$ cat src/rtl/sflf_pkg.sv
// Shared types and constants of the serial file link framer.
`timescale 1ns / 1ps
`default_nettype none

package sflf_pkg;

    // Processor register access codes.
    typedef enum logic [2:0] {
        OP_START_RECV  = 3'd0,
        OP_START_SEND  = 3'd1,
        OP_NAME_LOAD   = 3'd2,
        OP_STATUS_READ = 3'd3,
        OP_DATA_READ   = 3'd4,
        OP_DATA_WRITE  = 3'd5
    } t_op;

    // Job mode of the link.
    typedef enum logic [1:0] {
        MODE_IDLE = 2'd0,
        MODE_RECV = 2'd1,
        MODE_SEND = 2'd2
    } t_mode;

    // Byte codes seen by the processor.
    localparam logic [7:0] LINK_ACK       = 8'h10;
    localparam logic [7:0] MODE_BYTE_RECV = 8'h21;
    localparam logic [7:0] MODE_BYTE_SEND = 8'h22;
    localparam logic [7:0] STATUS_IDLE    = 8'h02;
    localparam logic [7:0] STATUS_BUSY    = 8'h03;
    localparam logic [7:0] BLOCK_MAX      = 8'hFF;

    // Width of the saturating access counters.
    localparam int COUNT_W = 26;

    // One processor access as it sits in the input register.
    typedef struct packed {
        logic [2:0]  operation;
        logic [23:0] file_length;
        logic [5:0]  name_length;
        logic [4:0]  name_index;
        logic [7:0]  name_char;
        logic [7:0]  file_byte;
        logic [7:0]  write_value;
    } t_item;

    // Result of one processor access.
    typedef struct packed {
        logic [7:0] read_value;
        logic       file_byte_taken;
        logic       store_valid;
        logic [7:0] store_byte;
        logic       file_closed;
        logic       job_ended;
        logic       job_aborted;
    } t_result;

endpackage

`default_nettype wire

$ cat src/rtl/serial_file_link_framer.sv
// Top level of the serial file link framer: input register, job logic, result register.
//
//  Channel | Direction | Handshake                 | Payload
//  --------+-----------+---------------------------+-----------------------------------------
//  access  | in        | i_in_valid / o_in_ready   | operation, lengths, name, file/write byte
//  result  | out       | o_out_valid / i_out_ready | read value, taken, store, closed, end, abort
//
// One access is taken per cycle unless a stalled result holds the input register; its
// result passes through the input register, then the result register. The single name
// store read port, addressed ahead of time from the read counter, sets the two-stage
// shape.
// Reset is synchronous and active low; it returns the link to idle with zero counters.
// A stalled result holds the input register, which keeps its access until the result
// register frees; the input side still takes a transfer in the same cycle it drains.
`timescale 1ns / 1ps
`default_nettype none

module serial_file_link_framer #(
    parameter int NAME_DEPTH  = 32,
    parameter int LENGTH_BITS = 24
) (
    input  wire         i_clk,
    input  wire         i_rst_n,
    input  wire         i_in_valid,
    output logic        o_in_ready,
    input  wire [2:0]   i_operation,
    input  wire [23:0]  i_file_length,
    input  wire [5:0]   i_name_length,
    input  wire [4:0]   i_name_index,
    input  wire [7:0]   i_name_char,
    input  wire [7:0]   i_file_byte,
    input  wire [7:0]   i_write_value,
    output logic        o_out_valid,
    input  wire         i_out_ready,
    output logic [7:0]  o_read_value,
    output logic        o_file_byte_taken,
    output logic        o_store_valid,
    output logic [7:0]  o_store_byte,
    output logic        o_file_closed,
    output logic        o_job_ended,
    output logic        o_job_aborted
);

    localparam int IDX_W = $clog2(NAME_DEPTH);

    logic              r_in_valid, n_in_valid;
    sflf_pkg::t_item   r_item;
    logic              r_out_valid, n_out_valid;
    sflf_pkg::t_result r_out;
    sflf_pkg::t_result result;
    logic              fire, in_xfer;
    logic [IDX_W-1:0]  rd_addr, wr_addr;
    logic              wr_en;
    logic [7:0]        wr_data, name_rd;

    // The access moves on when the result register is empty or being drained.
    assign fire       = r_in_valid && (!r_out_valid || i_out_ready);
    assign o_in_ready = !r_in_valid || fire;
    assign in_xfer    = i_in_valid && o_in_ready;

    always_comb begin
        n_in_valid  = in_xfer ? 1'b1 : (fire ? 1'b0 : r_in_valid);
        n_out_valid = fire ? 1'b1 : (i_out_ready ? 1'b0 : r_out_valid);
    end

    // Valid flags of the two stages.
    always_ff @(posedge i_clk) begin
        if (!i_rst_n) begin
            r_in_valid  <= 1'b0;
            r_out_valid <= 1'b0;
        end else begin
            r_in_valid  <= n_in_valid;
            r_out_valid <= n_out_valid;
        end
    end

    // Input register payload.
    always_ff @(posedge i_clk) begin
        if (in_xfer) begin
            r_item.operation   <= i_operation;
            r_item.file_length <= i_file_length;
            r_item.name_length <= i_name_length;
            r_item.name_index  <= i_name_index;
            r_item.name_char   <= i_name_char;
            r_item.file_byte   <= i_file_byte;
            r_item.write_value <= i_write_value;
        end
    end

    // Result register payload.
    always_ff @(posedge i_clk) begin
        if (fire) begin
            r_out <= result;
        end
    end

    sflf_ctrl #(
        .NAME_DEPTH  (NAME_DEPTH),
        .LENGTH_BITS (LENGTH_BITS)
    ) u_ctrl (
        .i_clk     (i_clk),
        .i_rst_n   (i_rst_n),
        .i_fire    (fire),
        .i_item    (r_item),
        .i_name_rd (name_rd),
        .o_rd_addr (rd_addr),
        .o_wr_en   (wr_en),
        .o_wr_addr (wr_addr),
        .o_wr_data (wr_data),
        .o_result  (result)
    );

    sflf_name_mem #(
        .NAME_DEPTH (NAME_DEPTH)
    ) u_name_mem (
        .i_clk     (i_clk),
        .i_wr_en   (wr_en && fire),
        .i_wr_addr (wr_addr),
        .i_wr_data (wr_data),
        .i_rd_addr (rd_addr),
        .o_rd_data (name_rd)
    );

    assign o_out_valid       = r_out_valid;
    assign o_read_value      = r_out.read_value;
    assign o_file_byte_taken = r_out.file_byte_taken;
    assign o_store_valid     = r_out.store_valid;
    assign o_store_byte      = r_out.store_byte;
    assign o_file_closed     = r_out.file_closed;
    assign o_job_ended       = r_out.job_ended;
    assign o_job_aborted     = r_out.job_aborted;

    a_fire_fills_out: assert property (@(posedge i_clk) disable iff (!i_rst_n)
        fire |=> r_out_valid)
        else $error("processed access left no result");

    a_ready_low_busy: assert property (@(posedge i_clk) disable iff (!i_rst_n)
        !o_in_ready |-> (r_in_valid && r_out_valid && !i_out_ready))
        else $error("input held off without a stalled result");

    a_store_not_end: assert property (@(posedge i_clk) disable iff (!i_rst_n)
        o_out_valid |-> !(o_store_valid && (o_job_ended || o_job_aborted)))
        else $error("payload byte reported together with job end");

endmodule

`default_nettype wire

$ cat src/rtl/sflf_name_mem.sv
// Name byte store: one write port and one registered read port with write bypass.
`timescale 1ns / 1ps
`default_nettype none

module sflf_name_mem #(
    parameter int NAME_DEPTH = 32
) (
    input  wire                          i_clk,
    input  wire                          i_wr_en,
    input  wire [$clog2(NAME_DEPTH)-1:0] i_wr_addr,
    input  wire [7:0]                    i_wr_data,
    input  wire [$clog2(NAME_DEPTH)-1:0] i_rd_addr,
    output logic [7:0]                   o_rd_data
);

    logic [7:0] r_mem [NAME_DEPTH];
    logic [7:0] r_rd_data;

    // Write port.
    always_ff @(posedge i_clk) begin
        if (i_wr_en) begin
            r_mem[i_wr_addr] <= i_wr_data;
        end
    end

    // Registered read; a write to the same entry in the same cycle is passed through.
    always_ff @(posedge i_clk) begin
        if (i_wr_en && (i_wr_addr == i_rd_addr)) begin
            r_rd_data <= i_wr_data;
        end else begin
            r_rd_data <= r_mem[i_rd_addr];
        end
    end

    assign o_rd_data = r_rd_data;

endmodule

`default_nettype wire

$ cat src/rtl/sflf_ctrl.sv
// Job state of the link and the processing of one access per cycle whenever the access fires.
`timescale 1ns / 1ps
`default_nettype none

module sflf_ctrl #(
    parameter int NAME_DEPTH  = 32,
    parameter int LENGTH_BITS = 24
) (
    input  wire                              i_clk,
    input  wire                              i_rst_n,
    input  wire                              i_fire,
    input  wire sflf_pkg::t_item             i_item,
    input  wire [7:0]                        i_name_rd,
    output logic [$clog2(NAME_DEPTH)-1:0]    o_rd_addr,
    output logic                             o_wr_en,
    output logic [$clog2(NAME_DEPTH)-1:0]    o_wr_addr,
    output logic [7:0]                       o_wr_data,
    output sflf_pkg::t_result                o_result
);

    localparam int IDX_W = $clog2(NAME_DEPTH);
    localparam int CW    = sflf_pkg::COUNT_W;

    sflf_pkg::t_mode         r_mode, n_mode;
    logic [5:0]              r_name_len, n_name_len;
    logic [CW-1:0]           r_read_count, n_read_count;
    logic [CW-1:0]           r_write_count, n_write_count;
    logic [LENGTH_BITS-1:0]  r_bytes_left, n_bytes_left;
    logic [7:0]              r_block_limit, n_block_limit;
    logic                    r_send_finished, n_send_finished;

    sflf_pkg::t_result       res;
    logic [CW-1:0]           read_inc, write_inc, count_after;
    logic [7:0]              rd_pos, wr_pos;
    logic [7:0]              cur_limit;
    logic                    name_in_range, load_in_range;

    // Saturating increments and block positions.
    assign read_inc  = (r_read_count == '1) ? r_read_count : r_read_count + CW'(1);
    assign write_inc = (r_write_count == '1) ? r_write_count : r_write_count + CW'(1);
    assign rd_pos    = r_read_count[7:0] - {2'b00, r_name_len} - 8'd1;
    assign wr_pos    = r_write_count[7:0] - 8'd1;

    // The length byte of a block takes effect for the close check of its own transfer.
    assign cur_limit = (wr_pos == 8'd0) ? i_item.write_value : r_block_limit;

    // Name positions beyond the store read as zero, loads beyond it are dropped.
    assign name_in_range = (r_read_count <= CW'(NAME_DEPTH));
    assign load_in_range = (32'(i_item.name_index) < 32'(NAME_DEPTH));

    // Next state and result of the access in the input register.
    always_comb begin
        n_mode          = r_mode;
        n_name_len      = r_name_len;
        n_read_count    = r_read_count;
        n_write_count   = r_write_count;
        n_bytes_left    = r_bytes_left;
        n_block_limit   = r_block_limit;
        n_send_finished = r_send_finished;
        res             = '0;
        o_wr_en         = 1'b0;

        unique case (sflf_pkg::t_op'(i_item.operation))
            sflf_pkg::OP_START_RECV, sflf_pkg::OP_START_SEND: begin
                if (r_mode == sflf_pkg::MODE_IDLE) begin
                    n_name_len      = i_item.name_length;
                    n_read_count    = '0;
                    n_write_count   = '0;
                    n_block_limit   = '0;
                    n_send_finished = 1'b0;
                    if (sflf_pkg::t_op'(i_item.operation) == sflf_pkg::OP_START_RECV) begin
                        n_mode       = sflf_pkg::MODE_RECV;
                        n_bytes_left = LENGTH_BITS'(i_item.file_length);
                    end else begin
                        n_mode       = sflf_pkg::MODE_SEND;
                        n_bytes_left = '0;
                    end
                end
            end
            sflf_pkg::OP_NAME_LOAD: begin
                o_wr_en = load_in_range;
            end
            sflf_pkg::OP_STATUS_READ: begin
                res.read_value = (r_mode != sflf_pkg::MODE_IDLE) ?
                                 sflf_pkg::STATUS_BUSY : sflf_pkg::STATUS_IDLE;
            end
            sflf_pkg::OP_DATA_READ: begin
                n_read_count = read_inc;
                if (r_mode != sflf_pkg::MODE_IDLE) begin
                    priority if (r_read_count == '0) begin
                        res.read_value = (r_mode == sflf_pkg::MODE_SEND) ?
                                         sflf_pkg::MODE_BYTE_SEND : sflf_pkg::MODE_BYTE_RECV;
                    end else if (r_read_count <= CW'(r_name_len)) begin
                        res.read_value = name_in_range ? i_name_rd : 8'h00;
                    end else if (r_mode == sflf_pkg::MODE_SEND) begin
                        res.read_value = sflf_pkg::LINK_ACK;
                        if (r_send_finished) begin
                            n_mode        = sflf_pkg::MODE_IDLE;
                            res.job_ended = 1'b1;
                        end
                    end else if ((rd_pos == 8'd0) || (r_bytes_left == '0)) begin
                        // Block length byte; a zero length closes the receive job.
                        if (r_bytes_left > LENGTH_BITS'(sflf_pkg::BLOCK_MAX)) begin
                            res.read_value = sflf_pkg::BLOCK_MAX;
                        end else begin
                            res.read_value = r_bytes_left[7:0];
                            if (r_bytes_left == '0) begin
                                n_mode        = sflf_pkg::MODE_IDLE;
                                res.job_ended = 1'b1;
                            end
                        end
                    end else begin
                        res.read_value      = i_item.file_byte;
                        res.file_byte_taken = 1'b1;
                        n_bytes_left        = r_bytes_left - LENGTH_BITS'(1);
                    end
                end
            end
            sflf_pkg::OP_DATA_WRITE: begin
                n_write_count = write_inc;
                if (r_mode != sflf_pkg::MODE_IDLE) begin
                    if (r_write_count == '0) begin
                        if (i_item.write_value != sflf_pkg::LINK_ACK) begin
                            n_mode          = sflf_pkg::MODE_IDLE;
                            res.job_aborted = 1'b1;
                        end
                    end else if ((r_mode == sflf_pkg::MODE_SEND) && !r_send_finished) begin
                        if (wr_pos == 8'd0) begin
                            n_block_limit = i_item.write_value;
                        end else if (wr_pos <= r_block_limit) begin
                            res.store_valid = 1'b1;
                            res.store_byte  = i_item.write_value;
                        end
                        // A block shorter than the maximum closes the file.
                        if ((wr_pos == cur_limit) &&
                            (cur_limit != sflf_pkg::BLOCK_MAX)) begin
                            n_send_finished = 1'b1;
                            res.file_closed = 1'b1;
                        end
                    end
                end
            end
            default: begin
            end
        endcase
    end

    // State registers, updated only when the access is processed.
    always_ff @(posedge i_clk) begin
        if (!i_rst_n) begin
            r_mode          <= sflf_pkg::MODE_IDLE;
            r_name_len      <= '0;
            r_read_count    <= '0;
            r_write_count   <= '0;
            r_bytes_left    <= '0;
            r_block_limit   <= '0;
            r_send_finished <= 1'b0;
        end else if (i_fire) begin
            r_mode          <= n_mode;
            r_name_len      <= n_name_len;
            r_read_count    <= n_read_count;
            r_write_count   <= n_write_count;
            r_bytes_left    <= n_bytes_left;
            r_block_limit   <= n_block_limit;
            r_send_finished <= n_send_finished;
        end
    end

    // The name store is read at the position the next data read will use.
    assign count_after = i_fire ? n_read_count : r_read_count;
    assign o_rd_addr   = IDX_W'(count_after - CW'(1));
    assign o_wr_addr   = IDX_W'(i_item.name_index);
    assign o_wr_data   = i_item.name_char;
    assign o_result    = res;

    a_end_goes_idle: assert property (@(posedge i_clk) disable iff (!i_rst_n)
        (i_fire && res.job_ended) |=> (r_mode == sflf_pkg::MODE_IDLE))
        else $error("job end did not return the link to idle");

    a_close_sticks: assert property (@(posedge i_clk) disable iff (!i_rst_n)
        (i_fire && res.file_closed) |=> r_send_finished)
        else $error("file close was not recorded");

    a_store_in_send: assert property (@(posedge i_clk) disable iff (!i_rst_n)
        (i_fire && res.store_valid) |-> (r_mode == sflf_pkg::MODE_SEND && !r_send_finished))
        else $error("payload byte stored outside an open send job");

endmodule

`default_nettype wire
$ cat config.mk
export PLATFORM = sky130hd
export DESIGN_NAME = serial_file_link_framer
export DESIGN_NICKNAME = d
export VERILOG_FILES = /design/src/rtl/sflf_pkg.sv /design/src/rtl/serial_file_link_framer.sv /design/src/rtl/sflf_name_mem.sv /design/src/rtl/sflf_ctrl.sv
export SDC_FILE = /design/constraint.sdc
export NUM_CORES = 1
export LEC_CHECK = 0
export BUFFER_PORTS_ARGS = -buffer_cell sky130_fd_sc_hd__buf_2
export CAP_MARGIN = 20
export CORE_MARGIN = 2
export CORE_UTILIZATION = 55
export CTS_BUF_LIST = sky130_fd_sc_hd__clkbuf_16
export DETAILED_ROUTE_END_ITERATION = 8
export PLACE_DENSITY = 0.72
export SETUP_SLACK_MARGIN = 0.3
export SLEW_MARGIN = 40
export SYNTH_ARGS = -nofsm -noshare
export SYNTH_HDL_FRONTEND = slang
export SYNTH_SLANG_ARGS = --single-unit
$ cat constraint.sdc
create_clock -name i_clk -period 6.3 [get_ports i_clk]
set_input_delay 0.315 -clock i_clk [delete_from_list [all_inputs] [get_ports i_clk]]
set_output_delay 0.315 -clock i_clk [all_outputs]
set_load 0.1 [all_outputs]
==> results of run 1 <==
## layer usage
metal	share of wire [%]	vias up	GRT usage, %	wire, um
li1	-	5814	-	-
met1	41	6401	35.0	18900
met2	49	606	40.8	22300
met3	7.3	95	3.75	3330
met4	2.9	0	8.67	1320
met5	0	-	0	0
## cells in the final DEF (no fill, tap or decap), types with 11 or more instances in the layout
cell	count
o22ai_1	13
a211oi_1	11
o21ai_0	27
a31oi_1	12
a21oi_1	47
inv_1	51
nor4_1	26
nand4_1	18
dfxtp_1	97
mux2i_1	17
dlygate4sd3_1	63
ha_1	23
xnor2_1	25
nand2_1	122
nor2_1	112
or3_1	18
nor3b_1	11
buf_2	88
clkinv_2	12
nand3_1	48
nor2_2	21
edfxtp_1	339
buf_4	12
xor2_1	23
mux4_2	80
nor3_1	37
clkbuf_16	45
## path summary, 6_finish.rpt
check / start / to / slack [ns] / cells past startpoint
worst max-delay path: u_ctrl.r_write_count[0] / u_ctrl.r_block_limit[2] / 2.72 / 9
worst min-delay path: i_out_ready / r_in_valid / 0.13 / 4
worst min register to register: u_ctrl.r_name_len[3] / u_ctrl.r_name_len[3] / 0.46 / 2
worst max register to register: u_ctrl.r_write_count[0] / u_ctrl.r_block_limit[2] / 2.72 / 9
## sequential cells by signal (all words and copies together), names as in the netlist, named ones only
signal / count
o_file_byte_taken: 1
o_job_aborted: 1
o_store_byte: 8
o_read_value: 8
u_name_mem.r_mem: 256
o_out_valid: 1
u_ctrl.r_bytes_left: 24
o_store_valid: 1
u_ctrl.r_send_finished: 1
u_ctrl.r_block_limit: 8
r_item: 62
u_ctrl.r_name_len: 6
o_job_ended: 1
r_in_valid: 1
u_ctrl.r_write_count: 26
u_ctrl.r_read_count: 26
u_ctrl.r_mode: 2
o_file_closed: 1
## cells by family (layout without fill, tap and decap cells)
logic type / after synthesis / in the layout / share of synthesized area [%]
mux: 102 / 102 / 10.5
flops: 439 / 439 / 63.0
xor+xnor: 48 / 48 / 2.17
compound gates: 204 / 204 / 7.51
fa+ha+maj: 24 / 24 / 1.59
simple gates: 492 / 492 / 12.7
buf+inv: 112 / 301 / 2.59
## critical path, cell delays in order (launching register included)
cell and delay [ns]:
dfxtp_1 0.67, inv_1 0.14, ha_1 0.27, xnor2_1 0.37, nand2_1 0.18, nor4_2 0.59, nand2_1 0.29, nor2_1 0.66
or3_1 0.21, a21oi_1 0.07
## layout make-up
class / instances / area [um^2] / share of cell area [%]
repair buffers: 175 / 1330 / 5.95
inverters: 44 / 165 / 0.737
multi-input cells: 870 / 6740 / 30.1
well taps: 455 / 569 / 2.54
clock buffers: 45 / 1130 / 5.03
flip-flops and latches: 439 / 12200 / 54.4
clock inverters: 37 / 284 / 1.27
## synthesized netlist by cell type, types with 23 or more instances
cell,n,area [um^2]
ha_1,23,288
mux4_2,80,1800
clkbuf_1,39,146
nor3_1,38,190
o21ai_0,27,135
xor2_1,23,201
xnor2_1,25,219
nor2_1,133,499
inv_1,44,165
nor4_1,27,169
edfxtp_1,339,10200
dfxtp_1,100,2000
nand3_1,49,245
nand2_1,122,458
a21oi_1,47,235
## where the power goes
group / leakage (nW) / switching, mW / internal, mW / total (mW)
Sequential: 3.92 / 0.0446 / 3.16 / 3.20
Clock: 0.720 / 1.10 / 1.43 / 2.52
Combinational: 3.02 / 0.243 / 0.156 / 0.399
## timing repair
action,CTS,global route
hold buffers,63,0
endpoints found under the setup margin,0,0
endpoints found under the hold margin,63,0
==> results_dict.tcl, run 1 <==
set metrics [dict create \
    run_status "finished, final reports clean" \
    path_max_fanout 15 \
    via_per_inst 6.25 \
    setup-tns-final_ns 0 \
    cp-start-kind "flop" \
    final_antenna_net_count 0 \
    vias 12900 \
    worst_slack_ns 2.72 \
    cts.sinks 439 \
    io_buffers 88 \
    clock_path_buffers 3 \
    fillerInstances 2504 \
    synth-main-ff-cell "edfxtp_1" \
    powerDensity_nw_per_um2 273 \
    ir_worst_vdd_mv 0.250 \
    post-dp-hpwl_um 29200 \
    syn_area_per_cell_um2 13.6 \
    antenna_found_initial 1 \
    yosys_warnings 0 \
    rsz0062_at_grt "false" \
    grt_pass1_wl_um 70800 \
    grt_max_degree 63 \
    io_pins 89 \
    coreArea_um2 34500 \
    end_kind "flop" \
    synth_cell_type_count 84 \
    cts_buffers 44 \
    die-area_um2 36700 \
    design_area_um2 22400 \
    antenna_cells 0 \
    wl_um 45800 \
    area_growth_pct 15.9 \
    wl_per_cell_um 22.2 \
    root_buffer "clkbuf_16" \
    finalCritPeriodShare_pct 56.9 \
    place_ws_ns 2.82 \
    post_cts_buffers 0 \
    grt_pass1_vias 12700 \
    drt-initial-drc-count 1197 \
    clk_pin_slew_worst_paths_ns 0.06 \
    drive_gt1_share_pct 19.8 \
    arrival_ns 4.00 \
    cap_viol_max_count 0 \
    crit_type "reg2reg" \
    gp_congestion 0.931 \
    final_nets 1664 \
    final_util_pct 64.9 \
    synth_edf_count 339 \
    period_needed_ns 3.58 \
    final-hold-violation-count 0 \
    finalSetupViolCount 0 \
    cts_tree "done" \
    die_h_um 192 \
    clk_latency_ns 0.57 \
    post_cts_resized 0 \
    ys_ff_latch 439 \
    async_reset_ff_share_pct 0 \
    crit_required_ns 6.72 \
    dr.pass1.iters 5 \
    p_leak_nw 7.66 \
    relSlewSlack_pct 40.4 \
    grt_usage_pct 25.2 \
    rows 68 \
    synth_fp_nets 1511 \
    ys_seq_area_share_pct 63.0 \
    syn-cell-area_um2 19300 \
    dpl-instance-area_um2 20300 \
    stdcell_count 2065 \
    worstMarginPinSlew_ns 0.890 \
    slew_violations 0 \
    die_w_um 192 \
    dp_cells 1919 \
    drcViolationCount 0 \
    initial_utilization_pct 56.0 \
    min_path_type "in2reg" \
    fin_hold_ws_ns 0.134 \
    skew_ns 0.0329 \
    grt-ovfl-total 0 \
    htree_num_levels 2 \
    syn_inst 1421 \
    clock.fmax_mhz 279 \
    power_mw 6.12 \
]
No activity file was read; power rests on OpenSTA's default activity.
==> run 2: changes to the inputs <==
--- a/config.mk
+++ b/config.mk
@@ -11,7 +11,7 @@
 export CORE_UTILIZATION = 55
 export CTS_BUF_LIST = sky130_fd_sc_hd__clkbuf_16
 export DETAILED_ROUTE_END_ITERATION = 8
-export PLACE_DENSITY = 0.72
+export PLACE_DENSITY = 0.74
 export SETUP_SLACK_MARGIN = 0.3
 export SLEW_MARGIN = 40
 export SYNTH_ARGS = -nofsm -noshare
==> constraint.sdc (replaced) <==
create_clock -name i_clk -period 3.2 [get_ports i_clk]
set_input_delay 0.16 -clock i_clk [delete_from_list [all_inputs] [get_ports i_clk]]
set_output_delay 0.16 -clock i_clk [all_outputs]
set_load 0.1 [all_outputs]
==> run 2 against run 1 <==
Die area unchanged. Fmax up 28%. Sequential power up 97%. Clock power up 100%. Register-to-register slack worse by 2.3 ns. Cell count up 2.3%. Global-route usage up 1.1 points. Hold slack better by 0.0017 ns.
==> results_dict.tcl, run 2 (synthesis results as in run 1) <==
set metrics [dict create \
    run_status "finished, final reports clean" \
    fin_hold_ws_ns 0.136 \
    cts_buffers 45 \
    dr.pass1.iters 5 \
    stdcell_count 2112 \
    post-dp-hpwl_um 30300 \
    place_ws_ns 0.249 \
    antenna_cells 0 \
    final_nets 1711 \
    wl_um 46600 \
    largestRegisters "u_name_mem.r_mem x256, r_item x62" \
    htree_num_levels 2 \
    vias 13100 \
    io_buffers 88 \
    drive_gt1_share_pct 22.0 \
    clk_latency_ns 0.58 \
    min_path_type "in2reg" \
    wl_per_cell_um 22.1 \
    cap_viol_max_count 0 \
    worstMarginPinSlew_ns 0.790 \
    final_common_cell "edfxtp_1" \
    via_per_inst 6.18 \
    initial_utilization_pct 56.0 \
    period_needed_ns 2.80 \
    path_max_fanout 7 \
    die_h_um 192 \
    p_leak_nw 7.94 \
    dpl-instance-area_um2 20600 \
    power_mw 12.3 \
    final_cell_mix "edfxtp_1, nor2_1, nand2_1, dfxtp_1, buf_2" \
    slew_violations 0 \
    cts.sinks 439 \
    final_util_pct 66.2 \
    finalCritPeriodShare_pct 87.6 \
    design_area_um2 22900 \
    final_antenna_net_count 0 \
    die_w_um 192 \
    coreArea_um2 34500 \
    clock_path_buffers 3 \
    io_pins 89 \
    area_growth_pct 18.3 \
    r2r_slack_ns 0.40 \
    grt_usage_pct 26.2 \
    rows 68 \
    clk_pin_slew_worst_paths_ns 0.06 \
    ff_latch_area_um2 12200 \
    final-hold-violation-count 0 \
    skew_ns 0.0160 \
    drt-initial-drc-count 1198 \
    gp_congestion 0.964 \
    arrival_ns 3.10 \
    end_kind "flop" \
    crit_required_ns 3.50 \
    largest_reg_flops 256 \
    grt_pass1_vias 13000 \
    setup-tns-final_ns 0 \
    largest-register "u_name_mem.r_mem" \
    ir_worst_vdd_mv 0.561 \
    cp-start-kind "flop" \
    grt_pass1_wl_um 73000 \
    drcViolationCount 0 \
    clock.fmax_mhz 357 \
    relSlewSlack_pct 46.8 \
    antenna_found_initial 0 \
    grt_max_degree 65 \
    multi_input_area_um2 6770 \
    cts_tree "done" \
    rsz0062_at_grt "true" \
    die-area_um2 36700 \
    worst_slack_ns 0.398 \
    finalSetupViolCount 0 \
    root_buffer "clkbuf_16" \
    fillerInstances 2432 \
    powerDensity_nw_per_um2 537 \
    dp_cells 1956 \
    crit_type "reg2reg" \
    grt-ovfl-total 0 \
]
## run 2: changes by cell type in the layout (fill, tap and decap cells not counted), sizes merged
| cell | change |
|---|---|
| buf | +44 |
| clkbuf | +2 |
| inv | +2 |
| dlygate4sd3 | +2 |
| clkinv | -3 |
## run 2: report_power, final
part | internal [mW] | leakage (nW) | switching, mW | total [mW]
registers | 6.21 | 3.92 | 0.0822 | 6.29
clock network | 2.93 | 0.743 | 2.23 | 5.16
logic | 0.338 | 3.28 | 0.496 | 0.834
## run 2: final cells by class
type	count	share of cell area, %
clock inverter	36	1.25
clock buffer	47	5.14
sequential	439	53.3
tap	455	2.49
timing repair buffer	221	7.52
inverter	44	0.722
multi-input combinational	870	29.6
## run 2: path summary, 6_finish.rpt
path,start,end,cells past startpoint
max,flop,o_read_value[1],8
min,i_rst_n,u_ctrl.r_read_count[10],3
max reg2reg,flop,o_read_value[1],8
min reg2reg,u_ctrl.r_name_len[5],u_ctrl.r_name_len[5],2
## run 2: worst max-delay path: stages, from the launching register on
cell and delay, ns:
dfxtp_4 0.40, buf_4 0.15, buf_4 0.19, mux4_2 0.57
mux4_2 0.48, mux2i_1 0.24, nor4_1 0.09, a311oi_1 0.23
o21ai_0 0.17
## run 2: timing repair
item | in CTS | in global routing
endpoints found under the hold margin | 64 | 0
pin swaps | 0 | 3
endpoints found under the setup margin | 10 | 50
setup buffers | 0 | 6
hold buffers | 65 | 0
resized for setup | 4 | 27
## run 2: routing by layer
metal	up-vias	track usage (%)	routed length [um]	share of wire (%)
li1	5901	-	-	-
met3	90	5.10	3790	8.1
met2	610	41.5	22200	48
met4	0	9.44	1340	2.9
met5	-	0	0	0
met1	6453	36.5	19300	41
